**config.mk**
```make
export PLATFORM = sky130hd
export DESIGN_NAME = procedural_tile_texel_generator_unit
export DESIGN_NICKNAME = d
export VERILOG_FILES = /design/src/rtl/core/pttg_pkg.sv /design/src/rtl/core/procedural_tile_texel_generator_unit.sv /design/src/rtl/core/pttg_hash.sv
export VERILOG_INCLUDE_DIRS = /design/src /design/src/rtl/core
export SDC_FILE = /design/constraint.sdc
export NUM_CORES = 2
export LEC_CHECK = 0
export BUFFER_PORTS_ARGS = -buffer_cell sky130_fd_sc_hd__buf_2
export CAP_MARGIN = 20
export CORE_ASPECT_RATIO = 1.1
export CORE_MARGIN = 2
export CORE_UTILIZATION = 51
export DETAILED_ROUTE_END_ITERATION = 8
export GPL_ROUTABILITY_DRIVEN = 0
export GPL_TIMING_DRIVEN = 0
export PLACE_DENSITY = 0.78
export SYNTH_ARGS = -nofsm -noshare
export SYNTH_HDL_FRONTEND = slang
export SYNTH_HIERARCHICAL = 1
export SYNTH_SLANG_ARGS = --single-unit
export TNS_END_PERCENT = 100
```
**constraint.sdc**
```tcl
create_clock -name clk_i -period 16.57 [get_ports clk_i]
set_clock_uncertainty 0.05 [all_clocks]
set_input_delay 3.314 -clock clk_i [delete_from_list [all_inputs] [get_ports clk_i]]
set_output_delay 3.314 -clock clk_i [all_outputs]
set_load 0.005 [all_outputs]
```
**src/rtl/core/procedural_tile_texel_generator_unit_assert.svh**
```systemverilog
// Assertion macros for the procedural tile texel generator.
// Included by the top-level module, which carries concurrent checks; no other dependencies.
`ifndef PROCEDURAL_TILE_TEXEL_GENERATOR_UNIT_ASSERT_SVH
`define PROCEDURAL_TILE_TEXEL_GENERATOR_UNIT_ASSERT_SVH
`ifndef SYNTH
`define PTTG_ASSERT(lbl, clk, rstn, prop, msg) \
  lbl: assert property (@(posedge clk) disable iff (!rstn) prop) else $error(msg);
`define PTTG_ASSERT_NR(lbl, clk, prop, msg) \
  lbl: assert property (@(posedge clk) prop) else $error(msg);
`else
`define PTTG_ASSERT(lbl, clk, rstn, prop, msg)
`define PTTG_ASSERT_NR(lbl, clk, prop, msg)
`endif
`endif

```
**src/rtl/core/pttg_pkg.sv**
```systemverilog
// Shared types, constants and preset table for the procedural tile texel generator.
// No dependencies.
package pttg_pkg;

  localparam int unsigned MaxTileSize = 256;

  localparam logic [31:0] HashA = 32'd374761393;
  localparam logic [31:0] HashB = 32'd668265263;
  localparam logic [31:0] HashS = 32'd1274126177;
  localparam logic [31:0] HashCell = 32'd1640531527;

  localparam logic [1:0] PatStone = 2'd0;
  localparam logic [1:0] PatChecker = 2'd1;
  localparam logic [1:0] PatWood = 2'd2;
  localparam logic [1:0] PatMarble = 2'd3;

  typedef struct packed {
    logic [1:0] kind;
    logic [7:0] param;
    logic [23:0] c0;
    logic [23:0] c1;
  } preset_t;

  // Hash request to the shared hash unit.
  typedef struct packed {
    logic        start;
    logic [31:0] a;
    logic [31:0] b;
    logic [31:0] s;
  } hash_req_t;

  typedef struct packed {
    logic       done;
    logic [7:0] h;
  } hash_rsp_t;

  function automatic preset_t preset(input logic [3:0] idx);
    preset_t p;
    p = '0;
    case (idx)
      4'd0:  p = '{PatStone, 8'd42, {8'd140, 8'd130, 8'd120}, 24'd0};
      4'd1:  p = '{PatChecker, 8'd8, {8'd180, 8'd140, 8'd100}, {8'd160, 8'd120, 8'd80}};
      4'd2:  p = '{PatStone, 8'd99, {8'd60, 8'd60, 8'd65}, 24'd0};
      4'd3:  p = '{PatChecker, 8'd4, {8'd255, 8'd255, 8'd0}, {8'd200, 8'd200, 8'd0}};
      4'd4:  p = '{PatStone, 8'd17, {8'd180, 8'd60, 8'd50}, 24'd0};
      4'd5:  p = '{PatStone, 8'd33, {8'd60, 8'd100, 8'd180}, 24'd0};
      4'd6:  p = '{PatStone, 8'd55, {8'd80, 8'd160, 8'd70}, 24'd0};
      4'd7:  p = '{PatMarble, 8'd42, {8'd200, 8'd200, 8'd195}, 24'd0};
      4'd8:  p = '{PatWood, 8'd77, {8'd100, 8'd60, 8'd40}, 24'd0};
      4'd9:  p = '{PatStone, 8'd31, {8'd110, 8'd105, 8'd100}, 24'd0};
      4'd10: p = '{PatStone, 8'd58, {8'd180, 8'd170, 8'd130}, 24'd0};
      4'd11: p = '{PatStone, 8'd63, {8'd120, 8'd60, 8'd160}, 24'd0};
      4'd12: p = '{PatChecker, 8'd8, {8'd200, 8'd120, 8'd70}, {8'd170, 8'd100, 8'd55}};
      4'd13: p = '{PatChecker, 8'd16, {8'd50, 8'd160, 8'd150}, {8'd35, 8'd130, 8'd120}};
      4'd14: p = '{PatMarble, 8'd88, {8'd180, 8'd120, 8'd150}, 24'd0};
      4'd15: p = '{PatStone, 8'd101, {8'd30, 8'd35, 8'd50}, 24'd0};
      default: p = '0;
    endcase
    return p;
  endfunction

  function automatic logic [7:0] clamp8(input logic signed [10:0] v);
    logic [7:0] r;
    if (v < 0) r = 8'd0;
    else if (v > 11'sd255) r = 8'd255;
    else r = v[7:0];
    return r;
  endfunction

  // c * 3 / 4
  function automatic logic [7:0] scale34(input logic [7:0] c);
    logic [9:0] t;
    t = {2'b0, c} + {1'b0, c, 1'b0};
    return t[9:2];
  endfunction

  // c * 2 / 3, c * 2 below 512
  function automatic logic [7:0] scale23(input logic [7:0] c);
    logic [8:0] t;
    logic [19:0] m;
    t = {c, 1'b0};
    m = 20'(t) * 20'd683;
    return m[18:11];
  endfunction

endpackage

```
**src/rtl/core/procedural_tile_texel_generator_unit.sv**
```systemverilog
// Procedural tile texel generator top level: config port, sequencer and output register.
// Depends on pttg_pkg, pttg_hash and procedural_tile_texel_generator_unit_assert.svh.
// Out-of-range and checker items use no hash; stone and wood items take one hash, and marble
// items take 112 hashes plus ten remainders by tile_size.
// A new item is taken in the cycle after its result is registered; out_stall_i holds the result.
// Reset clears control state; tile_size resets to 32 and seed_shift to 0.
`include "procedural_tile_texel_generator_unit_assert.svh"
module procedural_tile_texel_generator_unit #(
  parameter int unsigned MAX_TILE_SIZE = pttg_pkg::MaxTileSize
) (
  input  logic       clk_i,
  input  logic       rst_ni,
  input  logic       psel,
  input  logic       penable,
  input  logic       pwrite,
  input  logic [2:0] paddr,
  input  logic [31:0] pwdata,
  output logic [31:0] prdata,
  output logic       pready,
  input  logic       in_valid_i,
  output logic       in_stall_o,
  input  logic [9:0] cell_index_i,
  input  logic [7:0] pos_x_i,
  input  logic [7:0] pos_y_i,
  output logic       out_valid_o,
  input  logic       out_stall_i,
  output logic [7:0] red_o,
  output logic [7:0] green_o,
  output logic [7:0] blue_o,
  output logic       in_range_o
);
  localparam int TsW = $clog2(MAX_TILE_SIZE + 1);

  typedef enum logic [3:0] {
    SIdle, SSetup, SNoise1, SNoise2, SShade, SVeinLx, SVeinLy, SVeinJ, SVeinHit,
    SOut
  } state_e;

  // Configuration registers.
  logic [8:0] tile_size_q;
  logic [7:0] seed_shift_q;
  logic       wr_en;

  assign pready = 1'b1;
  assign wr_en = psel && penable && pwrite;

  always_ff @(posedge clk_i or negedge rst_ni) begin
    if (!rst_ni) begin
      tile_size_q <= 9'd32;
      seed_shift_q <= 8'd0;
    end else if (wr_en) begin
      if (paddr[2] == 1'b0) tile_size_q <= pwdata[8:0];
      else seed_shift_q <= pwdata[7:0];
    end
  end

  always_comb begin
    prdata = '0;
    if (paddr[2] == 1'b0) prdata[8:0] = tile_size_q;
    else prdata[7:0] = seed_shift_q;
  end

  // Effective tile size, saturated into 1..MAX_TILE_SIZE.
  logic [TsW-1:0] ts;
  always_comb begin
    if (tile_size_q == 9'd0) ts = TsW'(1);
    else if (32'(tile_size_q) > MAX_TILE_SIZE) ts = TsW'(MAX_TILE_SIZE);
    else ts = TsW'(tile_size_q);
  end

  // Item registers and sequencer state.
  state_e      state_q;
  logic [9:0]  unused_pad_q;
  logic [7:0]  x_q, y_q;
  logic [1:0]  kind_q;
  logic [7:0]  cellsz_q;
  logic [31:0] seed_q;
  logic [23:0] base_q, alt_q;
  logic [7:0]  n1_q;
  logic [2:0]  vi_q;
  logic [4:0]  vj_q;
  logic [TsW-1:0] lx_q, ystep_q, py_q;
  logic [7:0]  r_q, g_q, b_q;
  logic        inr_q;
  logic        busy_hash_q;
  logic [7:0]  rem_q;

  // Restoring remainder of an 8-bit hash by ts, one bit per cycle.
  logic [3:0] rbit_q;
  logic [8:0] rrem_q;
  logic       rdo_q;

  pttg_pkg::hash_req_t hreq;
  pttg_pkg::hash_rsp_t hrsp;

  pttg_hash u_hash (
    .clk_i (clk_i),
    .rst_ni(rst_ni),
    .req_i (hreq),
    .rsp_o (hrsp)
  );

  // Input decode at acceptance.
  pttg_pkg::preset_t pr;
  logic [31:0] hcell;
  logic [20:0] c3prod;
  logic [9:0]  c3q, c3rem;
  logic [1:0]  cmod3;
  logic [23:0] pbase;
  logic        accept;
  assign pr = pttg_pkg::preset(cell_index_i[3:0]);
  assign hcell = 32'(cell_index_i) * pttg_pkg::HashCell;
  // Index mod 3 through a reciprocal multiply; exact for all 10-bit indexes.
  assign c3prod = 21'(cell_index_i) * 21'd683;
  assign c3q = {1'b0, c3prod[19:11]};
  assign c3rem = cell_index_i - (c3q + {c3q[8:0], 1'b0});
  assign cmod3 = c3rem[1:0];
  assign accept = in_valid_i && !in_stall_o;
  assign in_stall_o = (state_q != SIdle);

  always_comb begin
    pbase = hcell[23:0];
    if (seed_shift_q != 8'd0) begin
      pbase[23:16] = hcell[23:16] + 8'd80;
      pbase[15:8] = hcell[15:8] + 8'd40;
      pbase[7:0] = hcell[7:0] + 8'd120;
    end
  end

  // Hash requests by state. No request goes out while a remainder is being worked.
  always_comb begin
    hreq = '0;
    hreq.start = (state_q == SNoise1 || state_q == SNoise2 || state_q == SVeinLx ||
                  state_q == SVeinLy || state_q == SVeinJ) && !busy_hash_q && !rdo_q;
    case (state_q)
      SNoise1: begin
        if (kind_q == pttg_pkg::PatWood) begin
          hreq.a = 32'({x_q, 1'b0});
          hreq.b = 32'(y_q) * 32'd5;
        end else begin
          hreq.a = 32'(x_q);
          hreq.b = 32'(y_q);
        end
        hreq.s = seed_q;
      end
      SNoise2: begin
        hreq.a = 32'(x_q) + 32'd50;
        hreq.b = 32'(y_q) + 32'd50;
        hreq.s = seed_q + 32'd1;
      end
      SVeinLx: begin hreq.a = 32'(vi_q); hreq.b = seed_q; hreq.s = 32'd0; end
      SVeinLy: begin hreq.a = 32'(vi_q); hreq.b = seed_q; hreq.s = 32'd1; end
      SVeinJ:  begin hreq.a = 32'(vj_q); hreq.b = 32'(vi_q); hreq.s = seed_q; end
      default: hreq = '0;
    endcase
  end

  // Shading arithmetic for noise patterns. The divide by 3 truncates toward zero,
  // so it works on the magnitude and puts the sign back afterwards.
  logic signed [10:0] v;
  logic [8:0]  nsum;
  logic signed [9:0] nc;
  logic [7:0]  nmag;
  logic [15:0] q3prod;
  logic signed [10:0] q3s;
  logic [7:0]  sr, sg, sb;
  always_comb begin
    nsum = 9'(n1_q) + 9'(hrsp.h);
    case (kind_q)
      pttg_pkg::PatStone, pttg_pkg::PatWood: begin
        nc = $signed({2'b0, n1_q}) - 10'sd128;
      end
      default: begin
        nc = $signed({2'b0, nsum[8:1]}) - 10'sd128;
      end
    endcase
    nmag = nc[9] ? 8'(-nc) : nc[7:0];
    q3prod = 16'(nmag) * 16'd171;
    q3s = $signed({4'b0, q3prod[15:9]});
    case (kind_q)
      pttg_pkg::PatStone: v = 11'(nc / 4);
      default: v = nc[9] ? -q3s : q3s;
    endcase
    sr = pttg_pkg::clamp8($signed({3'b0, base_q[23:16]}) + v);
    sg = pttg_pkg::clamp8($signed({3'b0, base_q[15:8]}) + v);
    sb = pttg_pkg::clamp8($signed({3'b0, base_q[7:0]}) + v);
  end

  // Row mod 3 for the wood grain, through a reciprocal multiply.
  logic [15:0] y3prod;
  logic [7:0]  y3q, y3rem;
  assign y3prod = 16'(y_q) * 16'd171;
  assign y3q = {1'b0, y3prod[15:9]};
  assign y3rem = y_q - (y3q + {y3q[6:0], 1'b0});

  // Vein point position. The hash mod 5 also comes from a reciprocal multiply.
  logic [15:0] m5prod;
  logic [7:0]  m5q;
  logic [7:0]  m5;
  logic signed [TsW+2:0] px;
  logic       vein_hit;
  assign m5prod = 16'(hrsp.h) * 16'd205;
  assign m5q = {2'b0, m5prod[15:10]};
  assign m5 = hrsp.h - ({m5q[5:0], 2'b0} + m5q);
  assign px = $signed({3'b0, lx_q}) + $signed((TsW+3)'(m5)) - $signed((TsW+3)'(2));
  assign vein_hit = (px >= 0) && (px < $signed({3'b0, ts})) &&
                    (py_q < ts) && (px == $signed({3'b0, x_q})) &&
                    (py_q == TsW'(y_q));

  always_ff @(posedge clk_i or negedge rst_ni) begin
    if (!rst_ni) begin
      state_q <= SIdle;
      busy_hash_q <= 1'b0;
      out_valid_o <= 1'b0;
      rdo_q <= 1'b0;
    end else begin
      if (out_valid_o && !out_stall_i && state_q != SOut) out_valid_o <= 1'b0;
      if (hreq.start) busy_hash_q <= 1'b1;
      if (hrsp.done) busy_hash_q <= 1'b0;
      case (state_q)
        SIdle: if (accept) begin
          x_q <= pos_x_i;
          y_q <= pos_y_i;
          state_q <= SSetup;
          inr_q <= (TsW'(pos_x_i) < ts) && (TsW'(pos_y_i) < ts);
          if (cell_index_i < 10'd16) begin
            kind_q <= pr.kind;
            cellsz_q <= pr.param;
            seed_q <= 32'(pr.param) + 32'(seed_shift_q);
            base_q <= pr.c0;
            alt_q <= pr.c1;
          end else begin
            base_q <= pbase;
            alt_q <= {1'b0, pbase[23:17], 1'b0, pbase[15:9], 1'b0, pbase[7:1]};
            cellsz_q <= 8'd8;
            case (cmod3)
              2'd0: begin
                kind_q <= pttg_pkg::PatStone;
                seed_q <= 32'(cell_index_i) * 32'd37 + 32'(seed_shift_q);
              end
              2'd1: begin
                kind_q <= pttg_pkg::PatChecker;
                seed_q <= '0;
              end
              default: begin
                kind_q <= pttg_pkg::PatMarble;
                seed_q <= 32'(cell_index_i) * 32'd73 + 32'(seed_shift_q);
              end
            endcase
          end
        end
        SSetup: begin
          // ts / 20 through a reciprocal multiply; exact for ts below 512.
          ystep_q <= TsW'((32'(ts) * 32'd205) >> 12);
          if (!inr_q) begin
            {r_q, g_q, b_q} <= '0;
            state_q <= SOut;
          end else if (kind_q == pttg_pkg::PatChecker) begin
            // Cell sizes are 4, 8 or 16, so the divides are shifts.
            case (cellsz_q)
              8'd4: {r_q, g_q, b_q} <= (x_q[2] ^ y_q[2]) ? alt_q : base_q;
              8'd16: {r_q, g_q, b_q} <= (x_q[4] ^ y_q[4]) ? alt_q : base_q;
              default: {r_q, g_q, b_q} <= (x_q[3] ^ y_q[3]) ? alt_q : base_q;
            endcase
            state_q <= SOut;
          end else begin
            state_q <= SNoise1;
          end
        end
        SNoise1: if (hrsp.done) begin
          n1_q <= hrsp.h;
          state_q <= (kind_q == pttg_pkg::PatMarble) ? SNoise2 : SShade;
        end
        SNoise2: if (hrsp.done) begin
          {r_q, g_q, b_q} <= {sr, sg, sb};
          vi_q <= '0;
          state_q <= SVeinLx;
        end
        SShade: begin
          if (kind_q == pttg_pkg::PatWood) begin
            if (y3rem == 8'd0)
              {r_q, g_q, b_q} <= {pttg_pkg::scale34(sr), pttg_pkg::scale34(sg),
                                  pttg_pkg::scale34(sb)};
            else {r_q, g_q, b_q} <= {sr, sg, sb};
          end else begin
            case ({y_q[3:0] == 4'd0, x_q[3:0] == 4'd0})
              2'b11: {r_q, g_q, b_q} <= {pttg_pkg::scale34(pttg_pkg::scale34(sr)),
                                         pttg_pkg::scale34(pttg_pkg::scale34(sg)),
                                         pttg_pkg::scale34(pttg_pkg::scale34(sb))};
              2'b10, 2'b01: {r_q, g_q, b_q} <= {pttg_pkg::scale34(sr),
                                                pttg_pkg::scale34(sg),
                                                pttg_pkg::scale34(sb)};
              default: {r_q, g_q, b_q} <= {sr, sg, sb};
            endcase
          end
          state_q <= SOut;
        end
        SVeinLx, SVeinLy: begin
          if (hrsp.done && !rdo_q) begin
            rdo_q <= 1'b1;
            rrem_q <= '0;
            rem_q <= hrsp.h;
            rbit_q <= 4'd8;
          end else if (rdo_q) begin
            if (rbit_q == 4'd0) begin
              rdo_q <= 1'b0;
              if (state_q == SVeinLx) begin
                lx_q <= TsW'(rrem_q);
                state_q <= SVeinLy;
              end else begin
                py_q <= TsW'(rrem_q);
                vj_q <= '0;
                state_q <= SVeinJ;
              end
            end else begin
              if ({rrem_q[7:0], rem_q[7]} >= 9'(ts))
                rrem_q <= {rrem_q[7:0], rem_q[7]} - 9'(ts);
              else rrem_q <= {rrem_q[7:0], rem_q[7]};
              rem_q <= {rem_q[6:0], 1'b0};
              rbit_q <= rbit_q - 4'd1;
            end
          end
        end
        SVeinJ: if (hrsp.done) begin
          if (vein_hit)
            {r_q, g_q, b_q} <= {pttg_pkg::scale23(r_q), pttg_pkg::scale23(g_q),
                                pttg_pkg::scale23(b_q)};
          py_q <= py_q + ystep_q;
          if (vj_q == 5'd19) begin
            if (vi_q == 3'd4) state_q <= SOut;
            else begin
              vi_q <= vi_q + 3'd1;
              state_q <= SVeinLx;
            end
          end else vj_q <= vj_q + 5'd1;
        end
        SOut: begin
          if (!out_valid_o || !out_stall_i) begin
            red_o <= r_q;
            green_o <= g_q;
            blue_o <= b_q;
            in_range_o <= inr_q;
            out_valid_o <= 1'b1;
            state_q <= SIdle;
          end
        end
        default: state_q <= SIdle;
      endcase
    end
  end

  `PTTG_ASSERT(a_busy_stall, clk_i, rst_ni, (state_q != SIdle) |-> in_stall_o, "busy but ready")
  `PTTG_ASSERT(a_black, clk_i, rst_ni, (out_valid_o && !in_range_o) |-> ({red_o, green_o, blue_o} == 24'd0), "out of range not black")
  `PTTG_ASSERT(a_accept_busy, clk_i, rst_ni, accept |=> (state_q == SSetup), "accept lost")
endmodule

```
**src/rtl/core/pttg_hash.sv**
```systemverilog
// Shared multi-cycle hash unit: one 32x32 multiply per cycle in its multiply states, through one multiplier.
// Depends on pttg_pkg.
module pttg_hash (
  input  logic               clk_i,
  input  logic               rst_ni,
  input  pttg_pkg::hash_req_t req_i,
  output pttg_pkg::hash_rsp_t rsp_o
);
  typedef enum logic [2:0] {HIdle, HMa, HMb, HMs, HMix, HDone} hstate_e;

  hstate_e     state_q;
  logic [31:0] acc_q, b_q, s_q;
  logic [31:0] mul_a, mul_b, prod;

  always_comb begin
    mul_a = acc_q;
    mul_b = pttg_pkg::HashA;
    case (state_q)
      HMa:  begin mul_a = acc_q; mul_b = pttg_pkg::HashA; end
      HMb:  begin mul_a = b_q;   mul_b = pttg_pkg::HashB; end
      HMs:  begin mul_a = s_q;   mul_b = pttg_pkg::HashS; end
      HMix: begin mul_a = acc_q ^ (acc_q >> 13); mul_b = pttg_pkg::HashS; end
      default: begin mul_a = acc_q; mul_b = pttg_pkg::HashA; end
    endcase
    prod = mul_a * mul_b;
  end

  always_ff @(posedge clk_i or negedge rst_ni) begin
    if (!rst_ni) begin
      state_q <= HIdle;
      acc_q <= '0;
      b_q <= '0;
      s_q <= '0;
    end else begin
      case (state_q)
        HIdle: if (req_i.start) begin
          acc_q <= req_i.a;
          b_q <= req_i.b;
          s_q <= req_i.s;
          state_q <= HMa;
        end
        HMa: begin b_q <= b_q; s_q <= s_q; acc_q <= prod; state_q <= HMb; end
        HMb: begin b_q <= prod; state_q <= HMs; end
        HMs: begin acc_q <= acc_q + b_q + prod; state_q <= HMix; end
        HMix: begin acc_q <= prod ^ (prod >> 16); state_q <= HDone; end
        HDone: state_q <= HIdle;
        default: state_q <= HIdle;
      endcase
    end
  end

  assign rsp_o.done = (state_q == HDone);
  assign rsp_o.h = acc_q[7:0];
endmodule
```
==> results.sh <==
export IMPL_cts_root_buf="clkbuf_16"
export IMPL_synthArstFlopShare_pct=38.20
export IMPL_drt_total_wl_um=160300
export IMPL_slew_headroom_pct=19.99
export IMPL_crit_path_start_kind="flip-flop"
export IMPL_clock_sinks=322
export IMPL_die_y_um=347.3
export IMPL_wl_per_cell_um=21.22
export IMPL_max_freq_ghz=0.06699
export IMPL_cts_hold_buf=0
export IMPL_layout_cells_non_filler=7554
export IMPL_cts_repair_resized=0
export IMPL_setup_violations=0
export IMPL_cp_slowest_stage_delay_ns=0.80
export IMPL_grt_pass1_wl_um=251100
export IMPL_synth_cells=5914
export IMPL_fp_dieArea_sq_um=109800
export IMPL_core_rowCount=125
export IMPL_crit_top_cell="inv_1"
export IMPL_portBuffers=78
export IMPL_io_pin_count=128
export IMPL_rsz0062_at_grt="false"
export IMPL_worstSetupPathType="flip-flop to flip-flop"
export IMPL_placed_cells=7479
export IMPL_drive_gt1_share_pct=5.328
export IMPL_hold_viol=0
export IMPL_cts_buffers=37
export IMPL_syn_avg_cell_area_sq_um=9.240
export IMPL_vias=44740
export IMPL_dieWidth_um=316.1
export IMPL_hpwl_um=132200
export IMPL_antenna_found_initial=2
export IMPL_min_path_type="flip-flop to flip-flop"
export IMPL_violations="design-rule violations"
export IMPL_hold_ws_ns=0.4066
export IMPL_cts_tree="built"
export IMPL_insertion_delay_ns=0.59
export IMPL_initial_core_util_pct=51.61
export IMPL_worst_r2r_path_depth=51
export IMPL_drc=31
export IMPL_fin_crit_sh_pct=90.09
export IMPL_tightest_slew_ns=1.192
export IMPL_yosysWarningCount=6
export IMPL_hold_path_end="lx_q[8]"
export IMPL_nNetsFinal=7650
export IMPL_ys_types=120
export IMPL_outcome="finished with violations"
export IMPL_drt_iter0_markers=4659
export IMPL_r2r_slack_ns=1.64
export IMPL_end_kind="flip-flop"
export IMPL_grt_pass1_vias=45990
export IMPL_via_per_inst=5.923
export IMPL_cts_setup_buffers=0
export IMPL_crit_path_max_fanout=10
export IMPL_reg2reg_to="b_q[6]"
export IMPL_core_sq_um=105900
export IMPL_grt_total_usage_pct=29.33
export IMPL_max_cap_viol_count=0
export IMPL_fin_crit_ns=14.93
export IMPL_postRouteAntennaNets=0
export IMPL_crit_slowest_cell="o21ai_0"
export IMPL_grt_ovfl_total=0
export IMPL_report_final_slew_viol_count=0
export IMPL_grt_start_max_net_pins=96
export IMPL_whs_path_depth=0
export IMPL_yosys_register_bits=322
export IMPL_syn2layout_area_growth_pct=7.171
export IMPL_hold_start="rrem_q[8]"
export IMPL_clock_tree_buffer_depth=3
export IMPL_first_pass_iters=9
export IMPL_rr_startpoint="u_hash/acc_q[0]"
export IMPL_synth_edf_count=199
export IMPL_required_ns=16.92
export IMPL_ys_dominant_reg_cell="edfxtp_1"
export IMPL_htreeDepth=2
export IMPL_netlist_area_sq_um=54650
export IMPL_seq_area_frac_synth_pct=16.57
export IMPL_cp_data_arrival_time_ns=15.28
export IMPL_clkTransAtPathRegs_ns=0.07
export IMPL_fin_setup_tns_ns=0
## per-layer routing
layer	vias to the layer above	wire [um]	GRT usage, %
met1	21320	59850	36.01
met5	-	30	0
met4	4	11970	17.67
li1	20110	-	-
met2	2533	71110	46.29
met3	774	17300	7.548
## critical path, delay by kind of cell, from the launching register on
family / cells / cell delay, ns
compound gates: 22 / 6.00
mux: 1 / 0.06
xor+xnor: 2 / 0.96
simple gates: 8 / 1.72
buf+inv: 8 / 1.23
fa+ha+maj: 10 / 4.20
flops: 1 / 0.51
## placed cells by master (no fill, tap or decap), drive strengths merged, types with 22 or more instances in the layout
cell	count
clkbuf	170
nand3	59
o21a	36
xnor2	227
and2	40
a22o	22
o21bai	53
nor2b	48
a22oi	50
ha	846
a21o	134
nand4	24
o31ai	23
xor2	136
a211oi	33
fa	609
edfxtp	199
a31oi	45
o211ai	26
conb	79
a21oi	299
nand2	460
o22ai	38
a221oi	28
and3	31
nor3	71
buf	151
nand2b	49
mux2	41
nor2	287
dfrtp	122
o21ai	272
inv	1138
mux2i	56
## final cells by class
class | count | area (sq um)
antenna | 1 | 2.502
fill | 9173 | 47320
buffer | 185 | 842.1
clock inverter | 28 | 259.0
sequential | 322 | 9055
tap | 1397 | 1748
timing repair buffer | 97 | 598.1
clock buffer | 40 | 989.7
inverter | 1131 | 4249
multi-input combinational | 4353 | 40820
## sequential cells by signal, summed over array words and instances, names as in the netlist, 9 cells and up
signal,count
alt_q,23
base_q,24
lx_q,9
py_q,9
rrem_q,9
seed_q,17
tile_size_q,9
u_hash/acc_q,32
u_hash/b_q,32
u_hash/s_q,32
## cells in the mapped netlist, types with 48 or more instances
cell type     n  area (sq um)
dfrtp_1     122          3053
nand2b_1     48         300.3
nand3_1      57         285.3
nor2b_1      48         300.3
o21bai_1     52         390.4
nor2_1      283          1062
ha_1        846         10590
fa_1        609         12190
nand2_1     458          1719
nor3_1       71         355.3
a22oi_1      48         360.4
a21oi_1     297          1486
mux2i_1      56         560.5
clkbuf_1    128         480.5
inv_1      1122          4212
xnor2_1     224          1962
a21o_1      134          1006
o21ai_0     263          1316
xor2_1      136          1191
edfxtp_1    199          5976
## stage by stage
| step | instance area [sq um] | utilization, % | worst slack, ns |
|---|---|---|---|
| 2_1_floorplan | 54940 | - | 4.504 |
| 3_3_place_gp | 57070 | 53.90 | 2.339 |
| 3_5_place_dp | 57270 | 54.09 | 1.975 |
| 4_1_cts | 58520 | 55.27 | 1.895 |
| 5_1_grt | 58560 | 55.31 | 0.8387 |
| 6_report | 58560 | 55.31 | 1.642 |
## kinds of logic after synthesis
family / synth area share (%)
AO/OA/AOI/OAI: 14.47
XOR/XNOR: 6.317
adder cells (fa/ha/maj): 41.70
buffers and inverters: 9.317
flip-flops: 16.57
multiplexers: 1.871
other: 0.01374
AND/OR/NAND/NOR: 9.740
## worst max-delay path by stage
stage,start,endpoint,cells after the start,slack (ns)
after global routing,u_hash/acc_q[0],b_q[6],51,0.84
after global placement,u_hash/acc_q[0],b_q[6],51,2.34
after CTS,u_hash/acc_q[0],b_q[6],51,1.89
after floorplan,u_hash/acc_q[0],r_q[6],53,4.50
final,u_hash/acc_q[0],b_q[6],51,1.64
after detailed placement,u_hash/acc_q[0],b_q[6],51,1.97
Power is left out: the tool's default activity adds up to more than one toggle a clock period on the data nets, which glitch-free logic cannot reach.
